$ cat config.mk
export PLATFORM = sky130hd
export DESIGN_NAME = trimming_switch_queue_wrr
export DESIGN_NICKNAME = d
export VERILOG_FILES = /design/src/tsq_pkg.sv /design/src/trimming_switch_queue_wrr.sv /design/src/tsq_rem.sv /design/src/tsq_datapath.sv /design/src/tsq_ctrl.sv
export SDC_FILE = /design/constraint.sdc
export NUM_CORES = 2
export LEC_CHECK = 0
export BUFFER_PORTS_ARGS = -buffer_cell sky130_fd_sc_hd__buf_2
export CAP_MARGIN = 10
export CELL_PAD_IN_SITES_DETAIL_PLACEMENT = 0
export CELL_PAD_IN_SITES_GLOBAL_PLACEMENT = 1
export CORE_ASPECT_RATIO = 2
export CORE_MARGIN = 2
export CORE_UTILIZATION = 57
export DETAILED_ROUTE_END_ITERATION = 12
export PLACE_DENSITY_LB_ADDON = 0.05
export SYNTH_ARGS = -nofsm -noshare
export SYNTH_HDL_FRONTEND = slang
export SYNTH_SLANG_ARGS = --single-unit
$ cat constraint.sdc
create_clock -name aclk -period 5.5 [get_ports aclk]
set_input_delay 1.1 -clock aclk [delete_from_list [all_inputs] [get_ports aclk]]
set_output_delay 1.1 -clock aclk [all_outputs]
set_load 0.01 [all_outputs]
$ cat src/tsq_pkg.sv
`default_nettype none

package tsq_pkg;

    localparam int ID_W        = 16;
    localparam int CAP_W       = 7;
    localparam int PERIOD_W    = 8;
    localparam int CLASS_W     = 2;
    localparam int COUNT_OUT_W = 7;
    localparam int CFG_ADDR_W  = 1;
    localparam int CFG_DATA_W  = 8;
    localparam int S_TDATA_W   = 24;
    localparam int S_TUSER_W   = 1;
    localparam int M_TDATA_W   = 48;
    localparam int M_TUSER_W   = 2;

    localparam logic [CLASS_W-1:0] CLASS_CONTROL = 2'd0;
    localparam logic [CLASS_W-1:0] CLASS_HEADER  = 2'd1;
    localparam logic [CLASS_W-1:0] CLASS_DATA    = 2'd2;

    localparam logic CMD_PUSH = 1'b0;
    localparam logic CMD_PULL = 1'b1;

    localparam logic [CFG_ADDR_W-1:0] REG_DATA_CAPACITY = 1'd0;
    localparam logic [CFG_ADDR_W-1:0] REG_WRR_PERIOD    = 1'd1;

    localparam logic [CAP_W-1:0]    CAP_RESET    = 7'd32;
    localparam logic [PERIOD_W-1:0] PERIOD_RESET = 8'd10;

    typedef struct packed {
        logic            pull_request;
        logic            header_only;
        logic            nack_flag;
        logic            syn_flag;
        logic            ack_flag;
        logic [ID_W-1:0] packet_id;
    } in_item_t;

    typedef struct packed {
        logic [COUNT_OUT_W-1:0] control_count;
        logic [COUNT_OUT_W-1:0] header_count;
        logic [COUNT_OUT_W-1:0] data_count;
        logic                   dropped;
        logic                   trimmed_on_push;
        logic                   out_trimmed;
        logic [ID_W-1:0]        out_packet_id;
        logic                   packet_valid;
    } out_item_t;

    typedef struct packed {
        logic exec;
        logic load_out;
        logic rem_start;
    } dp_cmd_t;

    typedef struct packed {
        logic rem_busy;
    } dp_status_t;

endpackage

`default_nettype wire

$ cat src/trimming_switch_queue_wrr.sv
// Each request is executed at acceptance into staging registers; the block then
// waits, stalling while a held result is not taken, to load the output register,
// and takes no new request before that. The result stands in an output register
// while the next request is taken. A write of wrr_period holds the input off while
// the bit-serial remainder unit tests the serve counter modulo the new period.
// Reset is synchronous and active low: all queues empty, counter zero, registers 32 and 10.
`default_nettype none

module trimming_switch_queue_wrr
    import tsq_pkg::*;
#(
    parameter int QUEUE_DEPTH = 64
) (
    input  wire logic                  aclk,
    input  wire logic                  aresetn,
    input  wire logic                  s_tvalid,
    output logic                       s_tready,
    // packet_id, ack_flag, syn_flag, nack_flag, header_only, pull_request
    input  wire logic [S_TDATA_W-1:0]  s_tdata,
    // command
    input  wire logic [S_TUSER_W-1:0]  s_tuser,
    output logic                       m_tvalid,
    input  wire logic                  m_tready,
    // packet_valid, out_packet_id, out_trimmed, trimmed_on_push, dropped,
    // data_count, header_count, control_count
    output logic [M_TDATA_W-1:0]       m_tdata,
    // queue_class
    output logic [M_TUSER_W-1:0]       m_tuser,
    input  wire logic                  cfg_we,
    input  wire logic [CFG_ADDR_W-1:0] cfg_addr,
    input  wire logic [CFG_DATA_W-1:0] cfg_wdata
);

    localparam int IN_W  = $bits(in_item_t);
    localparam int OUT_W = $bits(out_item_t);

    dp_cmd_t            cmd;
    dp_status_t         status;
    in_item_t           s_item;
    out_item_t          m_item;
    logic [CLASS_W-1:0] m_class;

    assign s_item  = in_item_t'(s_tdata[IN_W-1:0]);
    assign m_tdata = M_TDATA_W'(m_item);
    assign m_tuser = M_TUSER_W'(m_class);

    tsq_ctrl u_ctrl (
        .aclk     (aclk),
        .aresetn  (aresetn),
        .s_tvalid (s_tvalid),
        .s_tready (s_tready),
        .m_tvalid (m_tvalid),
        .m_tready (m_tready),
        .cfg_we   (cfg_we),
        .cfg_addr (cfg_addr),
        .cmd      (cmd),
        .status   (status)
    );

    tsq_datapath #(
        .QUEUE_DEPTH (QUEUE_DEPTH)
    ) u_datapath (
        .aclk      (aclk),
        .aresetn   (aresetn),
        .cmd       (cmd),
        .status    (status),
        .s_command (s_tuser[0]),
        .s_item    (s_item),
        .cfg_we    (cfg_we),
        .cfg_addr  (cfg_addr),
        .cfg_wdata (cfg_wdata),
        .m_item    (m_item),
        .m_class   (m_class)
    );

endmodule

`default_nettype wire

$ cat src/tsq_rem.sv
`default_nettype none

module tsq_rem
    import tsq_pkg::*;
(
    input  wire logic                aclk,
    input  wire logic                aresetn,
    input  wire logic                start,
    input  wire logic [PERIOD_W-1:0] dividend,
    input  wire logic [PERIOD_W-1:0] divisor,
    output logic                     busy,
    output logic                     done,
    output logic                     rem_zero
);

    localparam int STEP_W = $clog2(PERIOD_W);

    logic                busy_reg;
    logic [STEP_W-1:0]   step_reg;
    logic [PERIOD_W-1:0] rem_reg;
    logic [PERIOD_W-1:0] dvd_reg;
    logic [PERIOD_W-1:0] dvs_reg;

    logic [PERIOD_W:0]   trial;
    logic [PERIOD_W-1:0] rem_next;

    always_comb begin
        trial = {rem_reg, dvd_reg[PERIOD_W-1]};
        if (trial >= {1'b0, dvs_reg}) begin
            rem_next = PERIOD_W'(trial - {1'b0, dvs_reg});
        end else begin
            rem_next = trial[PERIOD_W-1:0];
        end
    end

    assign busy     = busy_reg;
    assign done     = busy_reg && (step_reg == STEP_W'(PERIOD_W - 1));
    assign rem_zero = (rem_next == '0);

    always_ff @(posedge aclk) begin
        if (!aresetn) begin
            busy_reg <= 1'b0;
            step_reg <= '0;
        end else if (start) begin
            busy_reg <= 1'b1;
            step_reg <= '0;
            rem_reg  <= '0;
            dvd_reg  <= dividend;
            dvs_reg  <= divisor;
        end else if (busy_reg) begin
            rem_reg  <= rem_next;
            dvd_reg  <= {dvd_reg[PERIOD_W-2:0], 1'b0};
            step_reg <= step_reg + 1'b1;
            if (done) begin
                busy_reg <= 1'b0;
            end
        end
    end

endmodule

`default_nettype wire

$ cat src/tsq_datapath.sv
`default_nettype none

module tsq_datapath
    import tsq_pkg::*;
#(
    parameter int QUEUE_DEPTH = 64
) (
    input  wire logic                  aclk,
    input  wire logic                  aresetn,
    input  wire dp_cmd_t               cmd,
    output dp_status_t                 status,
    input  wire logic                  s_command,
    input  wire in_item_t              s_item,
    input  wire logic                  cfg_we,
    input  wire logic [CFG_ADDR_W-1:0] cfg_addr,
    input  wire logic [CFG_DATA_W-1:0] cfg_wdata,
    output out_item_t                  m_item,
    output logic [CLASS_W-1:0]         m_class
);

    localparam int AW    = (QUEUE_DEPTH > 1) ? $clog2(QUEUE_DEPTH) : 1;
    localparam int CW    = $clog2(QUEUE_DEPTH + 1);
    localparam int CMP_W = (CW > CAP_W) ? CW : CAP_W;

    function automatic logic [AW-1:0] ptr_inc(input logic [AW-1:0] ptr);
        ptr_inc = (ptr == AW'(QUEUE_DEPTH - 1)) ? '0 : ptr + 1'b1;
    endfunction

    logic [CAP_W-1:0]    cap_reg;
    logic [PERIOD_W-1:0] period_reg;
    logic [PERIOD_W-1:0] counter_reg;
    logic                rem_zero_reg;

    logic [CW-1:0] count_reg  [0:2];
    logic [AW-1:0] rd_ptr_reg [0:2];
    logic [AW-1:0] wr_ptr_reg [0:2];

    logic [ID_W-1:0] ctrl_mem [0:QUEUE_DEPTH-1];
    logic [ID_W:0]   hdr_mem  [0:QUEUE_DEPTH-1];
    logic [ID_W-1:0] data_mem [0:QUEUE_DEPTH-1];

    logic [ID_W-1:0] ctrl_rd_reg;
    logic [ID_W:0]   hdr_rd_reg;
    logic [ID_W-1:0] data_rd_reg;

    logic               st_valid_reg;
    logic [CLASS_W-1:0] st_class_reg;
    logic               st_tpush_reg;
    logic               st_drop_reg;

    out_item_t          out_item_reg;
    logic [CLASS_W-1:0] out_class_reg;

    logic                is_ctrl;
    logic                is_hdr;
    logic                data_over;
    logic                push_trim;
    logic [CLASS_W-1:0]  push_class;
    logic                target_full;
    logic                has_ctrl;
    logic                has_hdr;
    logic                has_data;
    logic [CLASS_W-1:0]  pull_class;
    logic                pull_valid;
    logic                pull_adv;
    logic                do_push;
    logic                do_pop;
    logic                is_push;
    logic [PERIOD_W-1:0] period_eff;
    logic [PERIOD_W:0]   counter_inc;
    logic [PERIOD_W-1:0] counter_adv;
    logic [PERIOD_W-1:0] rem_divisor;
    logic                rem_busy;
    logic                rem_done;
    logic                rem_is_zero;
    logic [ID_W-1:0]     pop_id;
    logic                pop_trim;

    assign is_push   = (s_command == CMD_PUSH);
    assign is_ctrl   = s_item.ack_flag | s_item.syn_flag | s_item.nack_flag;
    assign is_hdr    = s_item.header_only | s_item.pull_request;
    assign data_over = (CMP_W'(count_reg[CLASS_DATA]) >= CMP_W'(cap_reg))
                    || (count_reg[CLASS_DATA] == CW'(QUEUE_DEPTH));
    assign push_trim = !is_ctrl && !is_hdr && data_over;

    always_comb begin
        priority if (is_ctrl) begin
            push_class = CLASS_CONTROL;
        end else if (is_hdr || data_over) begin
            push_class = CLASS_HEADER;
        end else begin
            push_class = CLASS_DATA;
        end
    end

    assign target_full = (count_reg[push_class] == CW'(QUEUE_DEPTH));

    assign has_ctrl = (count_reg[CLASS_CONTROL] != '0);
    assign has_hdr  = (count_reg[CLASS_HEADER] != '0);
    assign has_data = (count_reg[CLASS_DATA] != '0);

    always_comb begin
        pull_valid = 1'b1;
        pull_adv   = 1'b0;
        priority if (has_ctrl) begin
            pull_class = CLASS_CONTROL;
        end else if (has_hdr && has_data) begin
            pull_class = rem_zero_reg ? CLASS_DATA : CLASS_HEADER;
            pull_adv   = 1'b1;
        end else if (has_hdr) begin
            pull_class = CLASS_HEADER;
        end else if (has_data) begin
            pull_class = CLASS_DATA;
        end else begin
            pull_class = CLASS_CONTROL;
            pull_valid = 1'b0;
        end
    end

    assign do_push = cmd.exec && is_push && !target_full;
    assign do_pop  = cmd.exec && !is_push && pull_valid;

    assign period_eff  = (period_reg == '0) ? PERIOD_W'(1) : period_reg;
    assign counter_inc = {1'b0, counter_reg} + 1'b1;
    assign counter_adv = (counter_inc >= {1'b0, period_eff}) ? '0
                                                             : counter_inc[PERIOD_W-1:0];
    assign rem_divisor = (cfg_wdata[PERIOD_W-1:0] == '0) ? PERIOD_W'(1)
                                                          : cfg_wdata[PERIOD_W-1:0];

    tsq_rem u_rem (
        .aclk     (aclk),
        .aresetn  (aresetn),
        .start    (cmd.rem_start),
        .dividend (counter_reg),
        .divisor  (rem_divisor),
        .busy     (rem_busy),
        .done     (rem_done),
        .rem_zero (rem_is_zero)
    );

    assign status.rem_busy = rem_busy;

    always_ff @(posedge aclk) begin
        if (!aresetn) begin
            cap_reg    <= CAP_RESET;
            period_reg <= PERIOD_RESET;
        end else if (cfg_we) begin
            unique case (cfg_addr)
                REG_DATA_CAPACITY: cap_reg    <= cfg_wdata[CAP_W-1:0];
                REG_WRR_PERIOD:    period_reg <= cfg_wdata[PERIOD_W-1:0];
            endcase
        end
    end

    always_ff @(posedge aclk) begin
        if (!aresetn) begin
            counter_reg  <= '0;
            rem_zero_reg <= 1'b1;
        end else if (do_pop && pull_adv) begin
            counter_reg  <= counter_adv;
            rem_zero_reg <= (counter_adv == '0);
        end else if (rem_done) begin
            rem_zero_reg <= rem_is_zero;
        end
    end

    always_ff @(posedge aclk) begin
        if (!aresetn) begin
            for (int i = 0; i < 3; i++) begin
                count_reg[i]  <= '0;
                rd_ptr_reg[i] <= '0;
                wr_ptr_reg[i] <= '0;
            end
        end else begin
            for (int i = 0; i < 3; i++) begin
                if (do_push && (push_class == CLASS_W'(i))) begin
                    wr_ptr_reg[i] <= ptr_inc(wr_ptr_reg[i]);
                    count_reg[i]  <= count_reg[i] + 1'b1;
                end
                if (do_pop && (pull_class == CLASS_W'(i))) begin
                    rd_ptr_reg[i] <= ptr_inc(rd_ptr_reg[i]);
                    count_reg[i]  <= count_reg[i] - 1'b1;
                end
            end
        end
    end

    always_ff @(posedge aclk) begin
        if (do_push && (push_class == CLASS_CONTROL)) begin
            ctrl_mem[wr_ptr_reg[CLASS_CONTROL]] <= s_item.packet_id;
        end
        if (do_pop && (pull_class == CLASS_CONTROL)) begin
            ctrl_rd_reg <= ctrl_mem[rd_ptr_reg[CLASS_CONTROL]];
        end
    end

    always_ff @(posedge aclk) begin
        if (do_push && (push_class == CLASS_HEADER)) begin
            hdr_mem[wr_ptr_reg[CLASS_HEADER]] <= {push_trim, s_item.packet_id};
        end
        if (do_pop && (pull_class == CLASS_HEADER)) begin
            hdr_rd_reg <= hdr_mem[rd_ptr_reg[CLASS_HEADER]];
        end
    end

    always_ff @(posedge aclk) begin
        if (do_push && (push_class == CLASS_DATA)) begin
            data_mem[wr_ptr_reg[CLASS_DATA]] <= s_item.packet_id;
        end
        if (do_pop && (pull_class == CLASS_DATA)) begin
            data_rd_reg <= data_mem[rd_ptr_reg[CLASS_DATA]];
        end
    end

    always_ff @(posedge aclk) begin
        if (cmd.exec) begin
            st_valid_reg <= !is_push && pull_valid;
            st_class_reg <= is_push ? push_class : pull_class;
            st_tpush_reg <= is_push && push_trim;
            st_drop_reg  <= is_push && target_full;
        end
    end

    always_comb begin
        pop_id   = '0;
        pop_trim = 1'b0;
        if (st_valid_reg) begin
            unique case (st_class_reg)
                CLASS_CONTROL: pop_id = ctrl_rd_reg;
                CLASS_HEADER: begin
                    pop_id   = hdr_rd_reg[ID_W-1:0];
                    pop_trim = hdr_rd_reg[ID_W];
                end
                CLASS_DATA:    pop_id = data_rd_reg;
                default:       pop_id = '0;
            endcase
        end
    end

    always_ff @(posedge aclk) begin
        if (cmd.load_out) begin
            out_item_reg.packet_valid    <= st_valid_reg;
            out_item_reg.out_packet_id   <= pop_id;
            out_item_reg.out_trimmed     <= pop_trim;
            out_item_reg.trimmed_on_push <= st_tpush_reg;
            out_item_reg.dropped         <= st_drop_reg;
            out_item_reg.data_count      <= COUNT_OUT_W'(count_reg[CLASS_DATA]);
            out_item_reg.header_count    <= COUNT_OUT_W'(count_reg[CLASS_HEADER]);
            out_item_reg.control_count   <= COUNT_OUT_W'(count_reg[CLASS_CONTROL]);
            out_class_reg                <= st_class_reg;
        end
    end

    assign m_item  = out_item_reg;
    assign m_class = out_class_reg;

endmodule

`default_nettype wire

$ cat src/tsq_ctrl.sv
`default_nettype none

module tsq_ctrl
    import tsq_pkg::*;
(
    input  wire logic                  aclk,
    input  wire logic                  aresetn,
    input  wire logic                  s_tvalid,
    output logic                       s_tready,
    output logic                       m_tvalid,
    input  wire logic                  m_tready,
    input  wire logic                  cfg_we,
    input  wire logic [CFG_ADDR_W-1:0] cfg_addr,
    output dp_cmd_t                    cmd,
    input  wire dp_status_t            status
);

    typedef enum logic {
        ST_IDLE,
        ST_WAIT
    } state_t;

    state_t state_reg;
    logic   m_valid_reg;

    assign s_tready      = (state_reg == ST_IDLE) && !status.rem_busy && !cfg_we;
    assign cmd.exec      = s_tvalid && s_tready;
    assign cmd.load_out  = (state_reg == ST_WAIT) && (!m_valid_reg || m_tready);
    assign cmd.rem_start = cfg_we && (cfg_addr == REG_WRR_PERIOD);
    assign m_tvalid      = m_valid_reg;

    always_ff @(posedge aclk) begin
        if (!aresetn) begin
            state_reg   <= ST_IDLE;
            m_valid_reg <= 1'b0;
        end else begin
            if (cmd.load_out) begin
                m_valid_reg <= 1'b1;
            end else if (m_tready) begin
                m_valid_reg <= 1'b0;
            end
            unique case (state_reg)
                ST_IDLE: begin
                    if (cmd.exec) begin
                        state_reg <= ST_WAIT;
                    end
                end
                ST_WAIT: begin
                    if (cmd.load_out) begin
                        state_reg <= ST_IDLE;
                    end
                end
            endcase
        end
    end

endmodule

`default_nettype wire

# Word-level counts from Yosys, hierarchy flattened
# Memories as Yosys holds them, arrays and structs flattened. A register that Yosys moved wholly into a read port is not among the register bits.
# Cells that the tools add are included.
op_classes:
  bitwise: 19
  n_reduce_logical: 51
  n_lt_le_gt_ge: 3
  n_mux: 71
  addsub: 15
  n_eq_ne: 15
ops:
  columns: ["operator", "count"]
  rows:
  - ["6-bit two-way mux", 12]
  - ["8-bit two-way mux", 6]
  - ["16-bit case mux with 3 select lines", 1]
  - ["7-bit two-way mux", 6]
  - ["1-bit two-way mux", 37]
  - ["6-bit by 1-bit adder with 6-bit output (second input constant)", 6]
  - ["6-bit equality test (second input constant)", 6]
  - ["8-bit zero test", 4]
  - ["1-bit logical AND", 23]
  - ["7-bit by 1-bit adder with 7-bit output (second input constant)", 3]
  - ["7-bit nonzero test", 3]
  - ["7-bit by 1-bit subtractor with 7-bit output (second input constant)", 3]
  - ["9-bit by 8-bit >= comparator with 1-bit output", 2]
  - ["2-bit two-way mux", 8]
  - ["1-bit OR", 15]
  - ["7-bit equality test (second input constant)", 2]
  - ["2-bit AND reduction", 5]
  - ["8-bit by 1-bit adder with 9-bit output (second input constant)", 1]
  - ["8-bit subtractor", 1]
  - ["7-bit >= comparator", 1]
  - ["2-bit by 1-bit equality test with 1-bit output (second input constant)", 3]
  - ["2-bit equality test (second input constant)", 3]
  - ["1-bit zero test", 6]
  - ["2-bit zero test", 3]
  - ["7 further kinds", 14]
totals:
  elab_cells: 204
  mem_count: 6
  reg_bits: 102
  input_bits: 39
  out_inout_bits: 52
  ramBits: 3193
mem_list:
  columns: ["memory", "depth", "word_bits", "rd", "rd_ports_with_merged_regs", "wr", "line", "rtl"]
  rows:
  - ["u_datapath.hdr_mem", 64, 17, 1, 1, 1, "tsq_datapath.sv:39", "logic [ID_W:0] hdr_mem [0:QUEUE_DEPTH-1];"]
  - ["u_datapath.ctrl_mem", 64, 16, 1, 1, 1, "tsq_datapath.sv:38", "logic [ID_W-1:0] ctrl_mem [0:QUEUE_DEPTH-1];"]
  - ["u_datapath.data_mem", 64, 16, 1, 1, 1, "tsq_datapath.sv:40", "logic [ID_W-1:0] data_mem [0:QUEUE_DEPTH-1];"]
  - ["u_datapath.count_reg", 3, 7, 4, 0, 3, "tsq_datapath.sv:34", "logic [CW-1:0] count_reg [0:2];"]
  - ["u_datapath.rd_ptr_reg", 3, 6, 3, 0, 3, "tsq_datapath.sv:35", "logic [AW-1:0] rd_ptr_reg [0:2];"]
  - ["u_datapath.wr_ptr_reg", 3, 6, 3, 0, 3, "tsq_datapath.sv:36", "logic [AW-1:0] wr_ptr_reg [0:2];"]

# Longest topological paths before layout
# An unclocked memory read counts as a cell.
depth:
  depth_word: 16
  depth_mapped: 17
  mapped_depth_nobuf: 17

# Hierarchy
# From an unflattened synthesis, not the netlist that was laid out.
hier_totals:
  cells_unflattened: 5521
  hier_area_um2: 129649.3
by_module_without_submodules:
  columns: ["module", "instances", "area_each_um2", "cells_each", "seq_area_each_um2"]
  rows:
  - ["tsq_datapath", 1, 127903.9, 5367, 99275.2]
  - ["tsq_rem", 1, 1589.0, 135, 800.8]
  - ["tsq_ctrl", 1, 100.1, 11, 40.0]
  - ["trimming_switch_queue_wrr", 1, 56.3, 8, 0.0]

# Worst setup path before layout
# Ideal clock, no wire load.
synth_path:
  path_type: "register to register"
  start: "mem u_datapath.count_reg[2][0] (netlist name)"
  end: "mem u_datapath.count_reg[1][6] (netlist name) (data pin)"
  synth_period_minus_slack_ns: 4.328
  stages_incl_launch_ff: 18
  t_required_ns: 5.354
  t_arrival_ns: 4.181
  slack_ns: 1.172
  n_path_buf: 0
  setup_ns: 0.146
  path_cell_list: "edfxtp_1 > inv_1 > ha_1 > or4b_1 > or3_1 > a21oi_1 > nand3_1 > inv_1 > nand2_1 > inv_1 > ha_1 > nor2b_1 > o21ai_0 > a21oi_1 > o21a_1 > or3_1 > a21o_1 > a21oi_1"
synth_rtl:
  columns: ["element", "line"]
  rows:
  - ["start, declared", "tsq_datapath.sv:34"]

==> reports/results.txt <==
CTS Hold Bufs: 0
Clock Sinks: 3344
Final Util: 63.8%
Antenna violations before repair: 26
Antenna-violating nets left: 0
Wire length of the first global-routing pass: 433000 um
Source-to-sink clock delay at the later pin of the worst-skew pair: 880 ps
Maximum number of pins on one net before global-route repair: 181
Setup repair bufs after CTS: 0
Drt initial violations: 4991
Detailed-route wire length per cell: 32.8 um
Synthesis-to-layout area growth: 11.3%
Die ar.: 231000 um^2
Final critical path time including I/O delays and setup: 4580 ps
Data required time at the worst endpoint: 6190 ps
Post-synthesis cell count: 5564
Clock input transition at the sequential cells of the worst setup and hold paths: 70 ps
Mapped Area: 130000 um^2
DRC violation count after routing: 0
Run status: finished, final reports clean
Maximum clock skew at final layout: 47.8 ps
Number of enable-type register cells in the synthesized netlist: 3314
Count of buffer and inverter cells on the critical path: 3
Total Nets Final: 6020
Placement Rows: 247
Tcrit/Tclk final: 83.3%
Worst-path fanout max: 10
Average vias per placed instance: 6.23
Clock buffer count from CTS: 292
Family with the most delay on the worst path: simple AND/OR/NAND/NOR gates
FF+latch count, synth: 3344
Fin. Hold Viols: 0
Core area: 226000 um^2
Wirelength, routed: 301000 um
Setup violations, final: 0
Clock tree from TritonCTS: yes
Setup Crit Path Kind: register to register
Path class of the lowest-slack min-delay path: register to register
Sequential area share after synthesis: 77.2%
Final HPWL DP: 196000 um
Max Buffers Root-to-Sink: 4
Category of the worst setup path launch point: register
Distinct cell type count after synthesis: 65
Static power due to leakage: 44.7 nW
Average cell area after synthesis: 23.3 um^2
Via Count: 57200
Aggregate global routing overflow: 0
Type of element capturing the critical path: register
Resized cells post-CTS: 0
# port buffers: 80
Max-slew violation total from the final report: 0
Worst stage delay on the critical path: 530 ps
Arrival time of the worst setup path: 5270 ps
Die Wd: 341 um
Slew HR: 3.69%
Maximum Capacitance Violations: 0
Most used DFF post-synth: sky130_fd_sc_hd__edfxtp_1
Worst vdd rail ir drop: 0.308 mV
H-tree lvl count: 5
Peak Freq: 218 MHz
Ports placed on the boundary: 91
Yosys warning count: 0
Pin slew with the least headroom to its limit: 1440 ps
Flip-flop count of the largest register after layout: 1088
Vertical die dimension: 678 um
RSZ-0062 raised after global routing: no
Routability congestion estimate from global placement: 0.855
Cell at the root of the clock tree: sky130_fd_sc_hd__clkbuf_16
Cell at the slowest stage of the critical path: sky130_fd_sc_hd__edfxtp_1
Total power divided by cell area: 349 nW/um^2
First-pass DRT Iterations: 5
Chain of cells forming the critical path: inv_1, ha_1, or4b_1, or3_1, a21oi_1, nand3_1, inv_1, nand2_1, inv_1, ha_1, nor2b_1, o21ai_0, a21oi_1, o21a_1, or3_1, a21o_1, a21oi_1
Post-synthesis async set-or-reset flop share: 0%
Final sum of negative setup slack: 0 ps
Effective utilization at floorplan: 57.3%
Number of global-route vias before repair: 60500
Highest-count cells in the layout ignoring fill and taps: 3314 x sky130_fd_sc_hd__edfxtp_1, 1029 x sky130_fd_sc_hd__mux4_2, 300 x sky130_fd_sc_hd__clkbuf_16
Fraction of final layout cells with drive strength greater than 1: 29.7%
Filler Cells Inserted: 15200
Most frequent standard cell in the layout excluding fill and tap cells: sky130_fd_sc_hd__edfxtp_1
Total routing usage reported by global routing: 26.5%
-- through the flow --
stage	power, mW	setup slack, ps	area [um^2]	instances	hold slack, ps
final	50.4	921	144000	9181	472
after detailed placement	31.1	993	135000	8628	461
after floorplan	30.0	1170	130000	5570	400
after CTS	50.8	963	144000	9132	437
after global routing	51.7	591	144000	9176	437
after global placement	31.1	918	135000	8628	454
-- layout make-up --
cell class                      count  area [um^2]  share of cell area (%)
Antenna cell                       49          123                  0.0850
Sequential cell                  3344       100000                    69.4
Clock inverter                    159         1330                   0.918
Multi-Input combinational cell   1879        28100                    19.5
Timing Repair Buffer              369         3010                    2.08
Clock buffer                      345         7690                    5.33
Inverter                           48          180                   0.125
Tap cell                         2988         3740                    2.59
-- layer usage --
| layer | global-route usage (%) | vias to the layer above | part of all wire, % |
|---|---|---|---|
| li1 | - | 24300 | - |
| met1 | 29.2 | 30900 | 33 |
| met2 | 50.5 | 1535 | 58 |
| met3 | 2.81 | 450 | 3.8 |
| met4 | 12.3 | 2 | 4.6 |
| met5 | 0 | - | 0.0043 |
-- cells by family after synthesis --
group / count (synthesis) / share of synthesized area [%]
other: 1 / 0.00289
AND/OR/NAND/NOR: 594 / 2.14
buffers and inverters: 347 / 1.11
AO/OA/AOI/OAI: 135 / 0.671
flip-flops: 3344 / 77.2
XOR/XNOR: 42 / 0.284
multiplexers: 1054 / 18.1
adder cells (fa/ha/maj): 47 / 0.471
-- tightest hold or removal path, cell delays in order, from the launching register on --
cell,delay (ps)
sky130_fd_sc_hd__dfxtp_1,310
sky130_fd_sc_hd__nand2_1,50
sky130_fd_sc_hd__a21boi_0,70
-- final timing paths --
path	from	end	slack, ps	depth (start not counted)
setup / recovery	u_datapath.count_reg[2][0]	u_datapath.count_reg[1][6]	920	17
hold / removal	u_datapath.period_reg[2]	u_datapath.period_reg[2]	470	2
setup reg to reg	u_datapath.count_reg[2][0]	u_datapath.count_reg[1][6]	920	17
hold reg to reg	u_datapath.period_reg[2]	u_datapath.period_reg[2]	470	2
-- synthesized netlist by cell type (22+ instances only) --
library cell / number / area (um^2)
sky130_fd_sc_hd__nand2_1: 108 / 405
sky130_fd_sc_hd__mux2i_1: 24 / 240
sky130_fd_sc_hd__nor3_1: 27 / 135
sky130_fd_sc_hd__nor2b_1: 23 / 144
sky130_fd_sc_hd__nor2_1: 286 / 1070
sky130_fd_sc_hd__nand3_1: 43 / 215
sky130_fd_sc_hd__buf_1: 29 / 109
sky130_fd_sc_hd__xnor2_1: 22 / 193
sky130_fd_sc_hd__dfxtp_1: 30 / 601
sky130_fd_sc_hd__mux4_2: 1029 / 23200
sky130_fd_sc_hd__and2_1: 23 / 144
sky130_fd_sc_hd__ha_1: 44 / 551
sky130_fd_sc_hd__buf_2: 77 / 385
sky130_fd_sc_hd__clkbuf_1: 184 / 691
sky130_fd_sc_hd__inv_1: 48 / 180
sky130_fd_sc_hd__edfxtp_1: 3314 / 99500
sky130_fd_sc_hd__o21ai_0: 35 / 175
sky130_fd_sc_hd__a21oi_1: 31 / 155
-- power breakdown --
part           switching, mW  internal [mW]  total, mW
clock network           8.86           11.0       19.8
logic                   1.46          0.906       2.36
registers             0.0793           28.1       28.1
total                   10.4           40.0       50.4
Note: power is estimated with default switching activity, not from simulation.
